==> config.mk <==
export PLATFORM = sky130hd
export DESIGN_NAME = speed_band_supervisor_pid
export DESIGN_NICKNAME = d
export VERILOG_FILES = /design/src/rtl/sbs_pkg.sv /design/src/rtl/sbs_regs.sv /design/src/rtl/sbs_ctrl.sv /design/src/rtl/sbs_datapath.sv /design/src/rtl/speed_band_supervisor_pid.sv
export SDC_FILE = /design/constraint.sdc
export NUM_CORES = 2
export LEC_CHECK = 0
export BUFFER_PORTS_ARGS = -buffer_cell sky130_fd_sc_hd__buf_4
export CELL_PAD_IN_SITES_DETAIL_PLACEMENT = 0
export CELL_PAD_IN_SITES_GLOBAL_PLACEMENT = 1
export CORE_MARGIN = 3
export CORE_UTILIZATION = 40
export CTS_BUF_LIST = sky130_fd_sc_hd__clkbuf_4 sky130_fd_sc_hd__clkbuf_8
export DETAILED_ROUTE_END_ITERATION = 8
export PLACE_DENSITY = 0.73
export SYNTH_ARGS = -nofsm -noshare
export SYNTH_HDL_FRONTEND = slang
export SYNTH_SLANG_ARGS = --single-unit
==> constraint.sdc <==
create_clock -name clk_i -period 17.15 [get_ports clk_i]
set_clock_uncertainty 0.05 [all_clocks]
set_input_delay 3.43 -clock clk_i [delete_from_list [all_inputs] [get_ports clk_i]]
set_output_delay 3.43 -clock clk_i [all_outputs]
set_load 0.01 [all_outputs]
==> src/rtl/sbs_pkg.sv <==
// shared types, constants and codes of the speed band supervisor
// no dependencies; imported by every module of the block
package sbs_pkg;

  // tone counter periods
  localparam logic [7:0] ALARM_TICKS = 8'd25;
  localparam logic [7:0] WARN_TICKS  = 8'd50;

  // 30 km/h in Q8.8 m/s, setpoint when a car is near ahead
  localparam logic [15:0] SLOW_SET = 16'd2133;

  // datapath widths
  localparam int unsigned NUM_W  = 48;
  localparam int unsigned DEN_W  = 42;
  localparam int unsigned REM_W  = DEN_W + 1;
  localparam int unsigned ACC_W  = 52;
  localparam int unsigned E_W    = 34;
  localparam int unsigned D_W    = 20;
  localparam int unsigned SQ_W   = 32;
  localparam int unsigned ROOT_W = 16;
  localparam int unsigned SREM_W = ROOT_W + 2;
  localparam int unsigned CNT_W  = 6;

  // sequencer step counts
  localparam int unsigned PRE_STEPS  = 4;
  localparam int unsigned SQRT_STEPS = ROOT_W;
  localparam int unsigned DIV_STEPS  = NUM_W;
  localparam int unsigned POST_STEPS = 3;

  // normalized error below 0.1 uses the plain acceleration d term
  localparam logic signed [E_W-1:0] E_SMALL       = 34'sd6554;
  // ceil(2^28 / 25): root * 128 / 25 == (root * D_SMALL_RECIP) >> 21
  localparam logic [23:0]           D_SMALL_RECIP = 24'd10737419;
  localparam logic [12:0]           CMD_FULL      = 13'd4096;

  // tone codes
  localparam logic [1:0] TONE_NONE  = 2'd0;
  localparam logic [1:0] TONE_WARN  = 2'd1;
  localparam logic [1:0] TONE_ALARM = 2'd2;

  // band codes
  localparam logic [2:0] BAND_FAR_BELOW = 3'd0;
  localparam logic [2:0] BAND_BELOW_MIN = 3'd1;
  localparam logic [2:0] BAND_ABOVE_MIN = 3'd2;
  localparam logic [2:0] BAND_BELOW_MAX = 3'd3;
  localparam logic [2:0] BAND_ABOVE_MAX = 3'd4;
  localparam logic [2:0] BAND_FAR_ABOVE = 3'd5;
  localparam logic [2:0] BAND_COMFORT   = 3'd6;

  // register indexes
  localparam logic [2:0] REG_LO_LIMIT   = 3'd0;
  localparam logic [2:0] REG_HI_LIMIT   = 3'd1;
  localparam logic [2:0] REG_MARGIN     = 3'd2;
  localparam logic [2:0] REG_GAIN_P     = 3'd3;
  localparam logic [2:0] REG_GAIN_I     = 3'd4;
  localparam logic [2:0] REG_GAIN_D     = 3'd5;
  localparam logic [2:0] REG_INT_WINDOW = 3'd6;
  localparam logic [2:0] REG_NEAR_GAP   = 3'd7;

  typedef struct packed {
    logic [15:0] lo_limit;
    logic [15:0] hi_limit;
    logic [15:0] speed_margin;
    logic [15:0] gain_p;
    logic [15:0] gain_i;
    logic [15:0] gain_d;
    logic [15:0] integral_window;
    logic [15:0] near_gap;
  } cfg_t;

  localparam cfg_t CFG_RESET = '{
    lo_limit:        16'd4267,
    hi_limit:        16'd8533,
    speed_margin:    16'd356,
    gain_p:          16'd256,
    gain_i:          16'd0,
    gain_d:          16'd0,
    integral_window: 16'd512,
    near_gap:        16'd3456
  };

  // multiply-accumulate operations
  typedef enum logic [2:0] {
    MOP_AXAX = 3'd0,
    MOP_AYAY = 3'd1,
    MOP_AXSX = 3'd2,
    MOP_AYSY = 3'd3,
    MOP_EGP  = 3'd4,
    MOP_DGD  = 3'd5,
    MOP_IGI  = 3'd6
  } mop_e;

  typedef struct packed {
    logic capture;
    logic classify;
    logic mop_en;
    mop_e mop;
    logic sqrt_step;
    logic div_init_e;
    logic div_step;
    logic e_load;
    logic integ;
    logic d_load;
    logic load_out;
  } cmd_t;

  typedef struct packed {
    logic pid_req;
  } sts_t;

endpackage

==> src/rtl/sbs_regs.sv <==
// configuration register file behind the apb-style port
// depends on sbs_pkg
module sbs_regs (
  input  logic         clk_i,
  input  logic         rst_ni,
  input  logic         psel,
  input  logic         penable,
  input  logic         pwrite,
  input  logic [4:0]   paddr,
  input  logic [31:0]  pwdata,
  output logic [31:0]  prdata,
  output logic         pready,
  output sbs_pkg::cfg_t cfg_o
);
  import sbs_pkg::*;

  cfg_t       cfg_q, cfg_d;
  logic       wr_en;
  logic [2:0] idx;

  assign idx    = paddr[4:2];
  assign wr_en  = psel & penable & pwrite;
  assign pready = 1'b1;
  assign cfg_o  = cfg_q;

  // register write
  always_comb begin
    cfg_d = cfg_q;
    if (wr_en) begin
      unique case (idx)
        REG_LO_LIMIT:   cfg_d.lo_limit        = pwdata[15:0];
        REG_HI_LIMIT:   cfg_d.hi_limit        = pwdata[15:0];
        REG_MARGIN:     cfg_d.speed_margin    = pwdata[15:0];
        REG_GAIN_P:     cfg_d.gain_p          = pwdata[15:0];
        REG_GAIN_I:     cfg_d.gain_i          = pwdata[15:0];
        REG_GAIN_D:     cfg_d.gain_d          = pwdata[15:0];
        REG_INT_WINDOW: cfg_d.integral_window = pwdata[15:0];
        REG_NEAR_GAP:   cfg_d.near_gap        = pwdata[15:0];
        default:        cfg_d = cfg_q;
      endcase
    end
  end

  // read mux
  always_comb begin
    unique case (idx)
      REG_LO_LIMIT:   prdata = {16'd0, cfg_q.lo_limit};
      REG_HI_LIMIT:   prdata = {16'd0, cfg_q.hi_limit};
      REG_MARGIN:     prdata = {16'd0, cfg_q.speed_margin};
      REG_GAIN_P:     prdata = {16'd0, cfg_q.gain_p};
      REG_GAIN_I:     prdata = {16'd0, cfg_q.gain_i};
      REG_GAIN_D:     prdata = {16'd0, cfg_q.gain_d};
      REG_INT_WINDOW: prdata = {16'd0, cfg_q.integral_window};
      REG_NEAR_GAP:   prdata = {16'd0, cfg_q.near_gap};
      default:        prdata = 32'd0;
    endcase
  end

  always_ff @(posedge clk_i or negedge rst_ni) begin
    if (!rst_ni) begin
      cfg_q <= CFG_RESET;
    end else begin
      cfg_q <= cfg_d;
    end
  end

endmodule

==> src/rtl/sbs_ctrl.sv <==
// sequencer: steps the datapath through classify, sqrt, divides and sums
// depends on sbs_pkg
module sbs_ctrl (
  input  logic          clk_i,
  input  logic          rst_ni,
  input  logic          in_valid_i,
  output logic          in_stall_o,
  output logic          out_valid_o,
  input  logic          out_stall_i,
  input  sbs_pkg::sts_t sts_i,
  output sbs_pkg::cmd_t cmd_o
);
  import sbs_pkg::*;

  typedef enum logic [10:0] {
    ST_IDLE     = 11'b000_0000_0001,
    ST_CLASSIFY = 11'b000_0000_0010,
    ST_MUL_PRE  = 11'b000_0000_0100,
    ST_SQRT     = 11'b000_0000_1000,
    ST_DIV_E    = 11'b000_0001_0000,
    ST_E_LOAD   = 11'b000_0010_0000,
    ST_INTEG    = 11'b000_0100_0000,
    ST_DIV_D    = 11'b000_1000_0000,
    ST_D_LOAD   = 11'b001_0000_0000,
    ST_MUL_POST = 11'b010_0000_0000,
    ST_FINISH   = 11'b100_0000_0000
  } state_e;

  state_e           state_q, state_d;
  logic [CNT_W-1:0] cnt_q, cnt_d;
  logic             out_valid_q, out_valid_d;

  assign in_stall_o  = (state_q != ST_IDLE);
  assign out_valid_o = out_valid_q;

  // next state and commands
  always_comb begin
    state_d = state_q;
    cnt_d   = cnt_q;
    cmd_o   = '0;
    cmd_o.mop = MOP_AXAX;
    unique case (state_q)
      ST_IDLE: begin
        if (in_valid_i) begin
          cmd_o.capture = 1'b1;
          state_d = ST_CLASSIFY;
        end
      end
      ST_CLASSIFY: begin
        cmd_o.classify = 1'b1;
        cnt_d = '0;
        state_d = sts_i.pid_req ? ST_MUL_PRE : ST_FINISH;
      end
      ST_MUL_PRE: begin
        cmd_o.mop_en = 1'b1;
        unique case (cnt_q[1:0])
          2'd0: begin
            cmd_o.mop = MOP_AXAX;
            cmd_o.div_init_e = 1'b1;
          end
          2'd1: cmd_o.mop = MOP_AYAY;
          2'd2: cmd_o.mop = MOP_AXSX;
          default: cmd_o.mop = MOP_AYSY;
        endcase
        if (cnt_q == CNT_W'(PRE_STEPS - 1)) begin
          cnt_d = '0;
          state_d = ST_SQRT;
        end else begin
          cnt_d = cnt_q + 1'b1;
        end
      end
      ST_SQRT: begin
        cmd_o.sqrt_step = 1'b1;
        if (cnt_q == CNT_W'(SQRT_STEPS - 1)) begin
          cnt_d = '0;
          state_d = ST_DIV_E;
        end else begin
          cnt_d = cnt_q + 1'b1;
        end
      end
      ST_DIV_E: begin
        cmd_o.div_step = 1'b1;
        if (cnt_q == CNT_W'(DIV_STEPS - 1)) begin
          cnt_d = '0;
          state_d = ST_E_LOAD;
        end else begin
          cnt_d = cnt_q + 1'b1;
        end
      end
      ST_E_LOAD: begin
        cmd_o.e_load = 1'b1;
        state_d = ST_INTEG;
      end
      ST_INTEG: begin
        cmd_o.integ = 1'b1;
        cnt_d = '0;
        state_d = ST_DIV_D;
      end
      ST_DIV_D: begin
        cmd_o.div_step = 1'b1;
        if (cnt_q == CNT_W'(DIV_STEPS - 1)) begin
          cnt_d = '0;
          state_d = ST_D_LOAD;
        end else begin
          cnt_d = cnt_q + 1'b1;
        end
      end
      ST_D_LOAD: begin
        cmd_o.d_load = 1'b1;
        cnt_d = '0;
        state_d = ST_MUL_POST;
      end
      ST_MUL_POST: begin
        cmd_o.mop_en = 1'b1;
        unique case (cnt_q[1:0])
          2'd0:    cmd_o.mop = MOP_EGP;
          2'd1:    cmd_o.mop = MOP_DGD;
          default: cmd_o.mop = MOP_IGI;
        endcase
        if (cnt_q == CNT_W'(POST_STEPS - 1)) begin
          cnt_d = '0;
          state_d = ST_FINISH;
        end else begin
          cnt_d = cnt_q + 1'b1;
        end
      end
      ST_FINISH: begin
        if (!out_valid_q || !out_stall_i) begin
          cmd_o.load_out = 1'b1;
          state_d = ST_IDLE;
        end
      end
      default: state_d = ST_IDLE;
    endcase
  end

  // output register valid
  always_comb begin
    out_valid_d = out_valid_q;
    if (cmd_o.load_out) begin
      out_valid_d = 1'b1;
    end else if (out_valid_q && !out_stall_i) begin
      out_valid_d = 1'b0;
    end
  end

  always_ff @(posedge clk_i or negedge rst_ni) begin
    if (!rst_ni) begin
      state_q     <= ST_IDLE;
      cnt_q       <= '0;
      out_valid_q <= 1'b0;
    end else begin
      state_q     <= state_d;
      cnt_q       <= cnt_d;
      out_valid_q <= out_valid_d;
    end
  end

endmodule

==> src/rtl/sbs_datapath.sv <==
// datapath: band classifier, tone counter, shared mac, sqrt and divider units
// depends on sbs_pkg; driven by sbs_ctrl commands
module sbs_datapath (
  input  logic               clk_i,
  input  logic               rst_ni,
  input  sbs_pkg::cfg_t      cfg_i,
  input  sbs_pkg::cmd_t      cmd_i,
  output sbs_pkg::sts_t      sts_o,
  input  logic signed [15:0] vel_long_i,
  input  logic signed [15:0] accel_x_i,
  input  logic signed [15:0] accel_y_i,
  input  logic signed [15:0] speed_x_i,
  input  logic signed [15:0] speed_y_i,
  input  logic signed [15:0] front_gap_i,
  output logic               pid_applied_o,
  output logic [12:0]        accel_cmd_o,
  output logic [12:0]        brake_cmd_o,
  output logic [1:0]         tone_o,
  output logic [2:0]         band_o
);
  import sbs_pkg::*;

  // captured request
  logic signed [15:0] v_q, ax_q, ay_q, sx_q, sy_q, gap_q;

  // classification
  logic signed [18:0] v_x, mn_x, mx_x, m_x, slow_x;
  logic signed [16:0] gap_x, near_x;
  logic               near, alarm, pid_d;
  logic [2:0]         band_d;
  logic [1:0]         tone_d;
  logic [15:0]        sp_raw, sp_d;
  logic [7:0]         period, cnt_d;
  logic [7:0]         sound_count_q;
  logic [2:0]         band_q;
  logic [1:0]         tone_q;
  logic               pid_q;
  logic [15:0]        sp_q;

  // mac
  logic signed [16:0]      mul_a;
  logic signed [E_W-1:0]   mul_b;
  logic signed [50:0]      prod;
  logic signed [ACC_W-1:0] prod_x, acc_base, acc_sum, acc_q;
  logic [SQ_W-1:0]         sq_q;
  logic                    dot_neg_q;

  // sqrt
  logic [SREM_W-1:0]   srem_q;
  logic [SREM_W+1:0]   srem_sh, trial;
  logic [ROOT_W-1:0]   root_q;

  // divider
  logic [NUM_W-1:0]  num_q;
  logic [DEN_W-1:0]  den_q;
  logic [REM_W-1:0]  rem_q, rem_sh;
  logic              div_ge;

  // error, d term, integral
  logic signed [17:0]    diff;
  logic [16:0]           diff_mag;
  logic signed [E_W-1:0] e_q;
  logic                  e_neg_q, d_neg_q, small_e;
  logic [E_W-2:0]        e_mag;
  logic [E_W+9:0]        e_k;
  logic [39:0]           d_recip;
  logic [D_W-1:0]        d_mag_sel;
  logic signed [D_W-1:0] d_q;
  logic signed [31:0]    error_integral_q;
  logic signed [34:0]    int_sum;
  logic                  in_win;

  // output
  logic               pos;
  logic [ACC_W-1:0]   mag_src;
  logic [ACC_W-13:0]  mag;
  logic [12:0]        sat;

  assign sts_o.pid_req = pid_d;

  // request capture
  always_ff @(posedge clk_i) begin
    if (cmd_i.capture) begin
      v_q   <= vel_long_i;
      ax_q  <= accel_x_i;
      ay_q  <= accel_y_i;
      sx_q  <= speed_x_i;
      sy_q  <= speed_y_i;
      gap_q <= front_gap_i;
    end
  end

  // band classification
  assign v_x    = {{3{v_q[15]}}, v_q};
  assign mn_x   = {3'b000, cfg_i.lo_limit};
  assign mx_x   = {3'b000, cfg_i.hi_limit};
  assign m_x    = {3'b000, cfg_i.speed_margin};
  assign slow_x = {3'b000, SLOW_SET};
  assign gap_x  = {gap_q[15], gap_q};
  assign near_x = {1'b0, cfg_i.near_gap};
  assign near   = (gap_x > 17'sd0) && (gap_x < near_x);

  always_comb begin
    band_d = BAND_COMFORT;
    alarm  = 1'b1;
    pid_d  = 1'b0;
    sp_raw = cfg_i.lo_limit;
    priority if (v_x < mn_x - m_x) begin
      band_d = BAND_FAR_BELOW;
      if (!near) begin
        pid_d = 1'b1;
      end else if (v_x <= slow_x) begin
        pid_d  = 1'b1;
        sp_raw = SLOW_SET;
      end
    end else if (v_x < mn_x) begin
      band_d = BAND_BELOW_MIN;
    end else if (v_x < mn_x + m_x) begin
      band_d = BAND_ABOVE_MIN;
      alarm  = 1'b0;
    end else if ((mx_x - m_x < v_x) && (v_x <= mx_x)) begin
      band_d = BAND_BELOW_MAX;
      alarm  = 1'b0;
    end else if ((mx_x < v_x) && (v_x <= mx_x + m_x)) begin
      band_d = BAND_ABOVE_MAX;
    end else if (mx_x + m_x < v_x) begin
      band_d = BAND_FAR_ABOVE;
      pid_d  = 1'b1;
      sp_raw = cfg_i.hi_limit;
    end else begin
      band_d = BAND_COMFORT;
    end
    sp_d = (sp_raw == 16'd0) ? 16'd1 : sp_raw;
  end

  // tone counter
  always_comb begin
    period = alarm ? ALARM_TICKS : WARN_TICKS;
    priority if (band_d == BAND_COMFORT) begin
      cnt_d  = 8'd0;
      tone_d = TONE_NONE;
    end else if (sound_count_q > period) begin
      cnt_d  = 8'd0;
      tone_d = alarm ? TONE_ALARM : TONE_WARN;
    end else begin
      cnt_d  = sound_count_q + 8'd1;
      tone_d = TONE_NONE;
    end
  end

  always_ff @(posedge clk_i) begin
    if (cmd_i.classify) begin
      band_q <= band_d;
      tone_q <= tone_d;
      pid_q  <= pid_d;
      sp_q   <= sp_d;
    end
  end

  // multiply-accumulate operand select
  always_comb begin
    unique case (cmd_i.mop)
      MOP_AXAX: begin
        mul_a = {ax_q[15], ax_q};
        mul_b = {{(E_W-16){ax_q[15]}}, ax_q};
      end
      MOP_AYAY: begin
        mul_a = {ay_q[15], ay_q};
        mul_b = {{(E_W-16){ay_q[15]}}, ay_q};
      end
      MOP_AXSX: begin
        mul_a = {ax_q[15], ax_q};
        mul_b = {{(E_W-16){sx_q[15]}}, sx_q};
      end
      MOP_AYSY: begin
        mul_a = {ay_q[15], ay_q};
        mul_b = {{(E_W-16){sy_q[15]}}, sy_q};
      end
      MOP_EGP: begin
        mul_a = {1'b0, cfg_i.gain_p};
        mul_b = e_q;
      end
      MOP_DGD: begin
        mul_a = {1'b0, cfg_i.gain_d};
        mul_b = {{(E_W-D_W){d_q[D_W-1]}}, d_q};
      end
      MOP_IGI: begin
        mul_a = {1'b0, cfg_i.gain_i};
        mul_b = {{(E_W-32){error_integral_q[31]}}, error_integral_q};
      end
      default: begin
        mul_a = '0;
        mul_b = '0;
      end
    endcase
    prod   = mul_a * mul_b;
    prod_x = {prod[50], prod};
    acc_base = ((cmd_i.mop == MOP_AXAX) || (cmd_i.mop == MOP_AXSX) ||
                (cmd_i.mop == MOP_EGP)) ? '0 : acc_q;
    acc_sum = acc_base + prod_x;
  end

  // sqrt step, two radicand bits per cycle
  assign srem_sh = {srem_q, sq_q[SQ_W-1 -: 2]};
  assign trial   = {2'b00, root_q, 2'b01};

  always_ff @(posedge clk_i) begin
    if (cmd_i.mop_en) begin
      acc_q <= acc_sum;
      if (cmd_i.mop == MOP_AYAY) begin
        sq_q   <= acc_sum[SQ_W-1:0];
        srem_q <= '0;
        root_q <= '0;
      end
      if (cmd_i.mop == MOP_AYSY) begin
        dot_neg_q <= acc_sum[ACC_W-1];
      end
    end else if (cmd_i.sqrt_step) begin
      sq_q <= {sq_q[SQ_W-3:0], 2'b00};
      if (srem_sh >= trial) begin
        srem_q <= SREM_W'(srem_sh - trial);
        root_q <= {root_q[ROOT_W-2:0], 1'b1};
      end else begin
        srem_q <= SREM_W'(srem_sh);
        root_q <= {root_q[ROOT_W-2:0], 1'b0};
      end
    end
  end

  // speed error against setpoint
  assign diff     = $signed({2'b00, sp_q}) - $signed({{2{v_q[15]}}, v_q});
  assign diff_mag = diff[17] ? 17'(-diff) : diff[16:0];
  assign in_win   = diff_mag < {1'b0, cfg_i.integral_window};

  // d term divisor prep
  assign small_e = (e_q > -E_SMALL) && (e_q < E_SMALL);
  assign e_mag   = e_q[E_W-1] ? (E_W-1)'(-e_q) : e_q[E_W-2:0];
  assign e_k     = ({e_mag, 10'd0}) - ({4'd0, e_mag, 6'd0} >> 2) - ({4'd0, e_mag, 6'd0} >> 3);

  // small-error d term: root * 128 / 25 by reciprocal multiply
  assign d_recip   = root_q * D_SMALL_RECIP;
  assign d_mag_sel = small_e ? {1'b0, d_recip[39:21]} : num_q[D_W-1:0];

  // restoring divider
  assign rem_sh = {rem_q[REM_W-2:0], num_q[NUM_W-1]};
  assign div_ge = rem_sh >= {1'b0, den_q};

  always_ff @(posedge clk_i) begin
    if (cmd_i.div_init_e) begin
      num_q   <= NUM_W'({diff_mag, 16'd0});
      den_q   <= DEN_W'(sp_q);
      rem_q   <= '0;
      e_neg_q <= diff[17];
    end else if (cmd_i.integ) begin
      rem_q   <= '0;
      d_neg_q <= dot_neg_q ^ (!small_e & e_q[E_W-1]);
      num_q   <= NUM_W'({root_q, 25'd0});
      den_q   <= DEN_W'(e_k);
    end else if (cmd_i.div_step) begin
      num_q <= {num_q[NUM_W-2:0], div_ge};
      rem_q <= div_ge ? (rem_sh - {1'b0, den_q}) : rem_sh;
    end
  end

  // quotient sign fix-up
  always_ff @(posedge clk_i) begin
    if (cmd_i.e_load) begin
      e_q <= e_neg_q ? -$signed(num_q[E_W-1:0]) : $signed(num_q[E_W-1:0]);
    end
    if (cmd_i.d_load) begin
      d_q <= d_neg_q ? -$signed(d_mag_sel) : $signed(d_mag_sel);
    end
  end

  // saturating integral
  assign int_sum = {{3{error_integral_q[31]}}, error_integral_q} + {e_q[E_W-1], e_q};

  always_ff @(posedge clk_i or negedge rst_ni) begin
    if (!rst_ni) begin
      error_integral_q <= '0;
      sound_count_q    <= '0;
    end else begin
      if (cmd_i.classify) begin
        sound_count_q <= cnt_d;
      end
      if (cmd_i.integ && in_win) begin
        priority if (int_sum > 35'sd2147483647) begin
          error_integral_q <= 32'sh7FFF_FFFF;
        end else if (int_sum < -35'sd2147483648) begin
          error_integral_q <= 32'sh8000_0000;
        end else begin
          error_integral_q <= int_sum[31:0];
        end
      end
    end
  end

  // command saturation
  assign pos     = !acc_q[ACC_W-1] && (acc_q != '0);
  assign mag_src = pos ? acc_q : ACC_W'(-acc_q);
  assign mag     = mag_src[ACC_W-1:12];
  assign sat     = (mag > (ACC_W-12)'(CMD_FULL)) ? CMD_FULL : mag[12:0];

  always_ff @(posedge clk_i) begin
    if (cmd_i.load_out) begin
      band_o        <= band_q;
      tone_o        <= tone_q;
      pid_applied_o <= pid_q;
      accel_cmd_o   <= (pid_q && pos) ? sat : 13'd0;
      brake_cmd_o   <= (pid_q && !pos) ? sat : 13'd0;
    end
  end

endmodule

==> src/rtl/speed_band_supervisor_pid.sv <==
// top level of the speed band supervisor with pid pull-up and pull-down
// depends on sbs_pkg, sbs_regs, sbs_ctrl, sbs_datapath
//
// usage:
//  request channel: in_valid_i / in_stall_o with six q8.8 fields per tick
//  result channel:  out_valid_o / out_stall_i, one result per request
//  apb-style port sets limits, margin, gains, integral window, near gap
// a tick with no pid runs classify and finish after acceptance; a pid tick also
//  runs 4 mac, 16 sqrt, two 48-step divides and 3 mac steps, with load and
//  integral steps between them; a new request is taken only once the sequencer
//  is idle again, so with pid the bit-serial divisions of the shared divider set the pace
// a new request is taken while the previous result waits in the output
//  register; the finished result of that request holds until the register
//  is free, so a stalled receiver stalls the request side after one item
// reset clears the integral, the tone counter, the sequencer and output valid,
//  and reloads the configuration defaults
module speed_band_supervisor_pid (
  input  logic               clk_i,
  input  logic               rst_ni,
  input  logic               in_valid_i,
  output logic               in_stall_o,
  input  logic signed [15:0] vel_long_i,
  input  logic signed [15:0] accel_x_i,
  input  logic signed [15:0] accel_y_i,
  input  logic signed [15:0] speed_x_i,
  input  logic signed [15:0] speed_y_i,
  input  logic signed [15:0] front_gap_i,
  output logic               out_valid_o,
  input  logic               out_stall_i,
  output logic               pid_applied_o,
  output logic [12:0]        accel_cmd_o,
  output logic [12:0]        brake_cmd_o,
  output logic [1:0]         tone_o,
  output logic [2:0]         band_o,
  input  logic               psel,
  input  logic               penable,
  input  logic               pwrite,
  input  logic [4:0]         paddr,
  input  logic [31:0]        pwdata,
  output logic [31:0]        prdata,
  output logic               pready
);
  import sbs_pkg::*;

  cfg_t cfg;
  cmd_t cmd;
  sts_t sts;

  // configuration registers
  sbs_regs u_regs (
    .clk_i   (clk_i),
    .rst_ni  (rst_ni),
    .psel    (psel),
    .penable (penable),
    .pwrite  (pwrite),
    .paddr   (paddr),
    .pwdata  (pwdata),
    .prdata  (prdata),
    .pready  (pready),
    .cfg_o   (cfg)
  );

  // sequencer
  sbs_ctrl u_ctrl (
    .clk_i       (clk_i),
    .rst_ni      (rst_ni),
    .in_valid_i  (in_valid_i),
    .in_stall_o  (in_stall_o),
    .out_valid_o (out_valid_o),
    .out_stall_i (out_stall_i),
    .sts_i       (sts),
    .cmd_o       (cmd)
  );

  // arithmetic
  sbs_datapath u_dp (
    .clk_i         (clk_i),
    .rst_ni        (rst_ni),
    .cfg_i         (cfg),
    .cmd_i         (cmd),
    .sts_o         (sts),
    .vel_long_i    (vel_long_i),
    .accel_x_i     (accel_x_i),
    .accel_y_i     (accel_y_i),
    .speed_x_i     (speed_x_i),
    .speed_y_i     (speed_y_i),
    .front_gap_i   (front_gap_i),
    .pid_applied_o (pid_applied_o),
    .accel_cmd_o   (accel_cmd_o),
    .brake_cmd_o   (brake_cmd_o),
    .tone_o        (tone_o),
    .band_o        (band_o)
  );

endmodule

==> reports/metrics.cfg <==
[outcome]
outcome = finished, final reports clean

[drt]
dr.pass1.iters = 7
wirelength_um = 226000
drtAntennaViolNets = 0
drc = 0
drt-vias-per-instance = 5.44
wire_per_inst_um = 21.9
vias = 56200
drt_iter0_drc = 4204

[place]
routabilityCongestion = 0.950
dp_slack_ps = 5160
hpwl_um = 182000
port_buffers = 171

[synth]
ys_seq_elements = 643
avgSynthCellArea_um2 = 9.19
ys.flop_type = edfxtp_1
synth_edf_count = 358
yosysUniqueCellTypes = 97
yosysTopAreaCell = fa_1
synthCells = 7788
synth_top_area_share_pct = 21.6
synth_async_sr_flop_share_pct = 28.9
yosys-top-cells-area = fa_1 (22%), edfxtp_1 (15%), ha_1 (11%)
yosysSeqAreaShare_pct = 24.3
yosysWarningCount = 0
netlist_area_um2 = 71600

[setup_path]
endpoint_kind = flop
cp_slowest_cell = a21oi_1
regToRegSetupSlack_ps = 4890
worstPathMaxFanout = 25
required_ps = 17580
max_stage_delay_ps = 860
crit_top_cell = fa_1
cp.arrival_ps = 12690
path_class = reg2reg
critPathLaunchType = flop

[hold_path]
hp-class = reg2reg

[clock_network]
htreeDepth = 3
clk_pin_slew_worst_paths_ps = 70
cts_buffers = 118
cts_buffer_depth = 3
tritoncts = done
cts_resized = 0
ctsHoldBuffers = 0
clockRootBuffer = clkbuf_8
post_cts_buffers = 0
insertion_delay_ps = 920
clock-sinks = 643

[global_route]
grt_pass1_wl_um = 347000
use_met1_pct = 32.9
grtUsageMet3_pct = 3.75
grt_overflow = 0
met2_usage_pct = 39.7
grt_use_total_pct = 24.4
grt_max_degree = 90
grt_pass1_vias = 56700
grt-busiest-layer = met2
antenna_found_initial = 7

[layout]
nNetsFinal = 9450
final_cell_mix = inv_1 (1188), nand2_1 (873), fa_1 (773)
area_growth_syn_to_layout_pct = 9.51
drive_gt1_share_pct = 8.70
layout_commonest_cell = inv_1
fin_util_pct = 44.3

[timing]
slew_viol_final = 0
fmaxAchievable_mhz = 81.6
hold_viol = 0
whs_ps = 373
finalCriticalPeriod_ps = 12260
min_period_over_period_pct = 71.5
tightestPinTransition_ps = 1250
relSlewSlack_pct = 15.9
setup_viol = 0
layout_setup_ws_ps = 4890
tns_ps = 0
rsz0062_at_grt = false

[die]
die_h_um = 429
start_util_pct = 40.5
coreArea_um2 = 177000
dieWidth_um = 429
io_pins = 207
rows = 154
dieArea_um2 = 184000

[run]
maxCapViolCount = 0

[stage by stage]
step	cell area, um^2	std cells
detailed placement	75600	10100
global route	78400	10300
global placement	75600	10100
CTS	78300	10300
finish	78400	10300
floorplan	71600	7803
[synthesized netlist by cell type, types with 96 or more instances]
| cell | number |
|---|---|
| a21o_1 | 152 |
| a21oi_1 | 351 |
| clkbuf_1 | 259 |
| dfrtp_1 | 163 |
| dfxtp_1 | 99 |
| edfxtp_1 | 358 |
| fa_1 | 773 |
| ha_1 | 656 |
| inv_1 | 1190 |
| mux2_2 | 96 |
| nand2_1 | 873 |
| nand3_1 | 113 |
| nor2_1 | 617 |
| o21ai_0 | 426 |
| xnor2_1 | 236 |
| xor2_1 | 118 |
[per-layer routing]
metal  routed length [um]  share of wire [%]
met3                13800                6.1
met4                 8980                4.0
met2               105000                 46
met1                98300                 43
met5                    0                  0
[flip-flops by register name (all words and copies together) (netlist names), 18 cells and up]
name,flops
u_dp.rem_q,42
u_dp.num_q,48
u_dp.d_q,20
u_dp.sq_q,32
u_dp.acc_q,52
u_dp.den_q,42
u_dp.srem_q,18
u_regs.cfg_o,128
u_dp.error_integral_q,32
u_dp.e_q,34
[path summary, 6_finish.rpt]
kind / cells after the start / startpoint / endpoint
setup / recovery: 31 / u_ctrl.state_q[4] / u_dp.acc_q[51]
hold / removal: 0 / u_dp.tone_q[0] / u_dp.tone_o[0]
setup reg to reg: 31 / u_ctrl.state_q[4] / u_dp.acc_q[51]
hold reg to reg: 0 / u_dp.tone_q[0] / u_dp.tone_o[0]
max in group asynchronous: 3 / rst_ni / u_dp.error_integral_q[28]
min in group asynchronous: 1 / rst_ni / u_regs.cfg_o[87]
[worst max-delay path: cells and delay by family, from the launching register on]
| family | cells | cell delay, ps |
|---|---|---|
| simple gates | 9 | 3410 |
| flops | 1 | 410 |
| fa+ha+maj | 7 | 3850 |
| xor+xnor | 1 | 860 |
| compound gates | 10 | 2810 |
| buf+inv | 4 | 400 |
[area by class of cell]
class | count | area [um^2]
Clock buffer | 143 | 1850
Antenna cell | 6 | 15.0
Fill cell | 17400 | 98500
Clock inverter | 81 | 922
Timing Repair Buffer | 272 | 2050
Tap cell | 2340 | 2930
Multi-Input combinational cell | 5655 | 48700
Inverter | 1191 | 4470
Sequential cell | 643 | 17400
[kinds of logic after synthesis]
kind of cell             after synthesis  synth area share (%)
flip-flops                           643                  24.3
other                                  2                0.0105
XOR/XNOR                             355                  4.36
buffers and inverters               1505                  8.04
AO/OA/AOI/OAI                       1516                  13.8
multiplexers                         188                  2.90
AND/OR/NAND/NOR                     2150                  13.5
adder cells (fa/ha/maj)             1429                  33.1
Power is left out: the tool's default activity adds up to more than one toggle a clock period on the data nets, which glitch-free logic cannot reach.
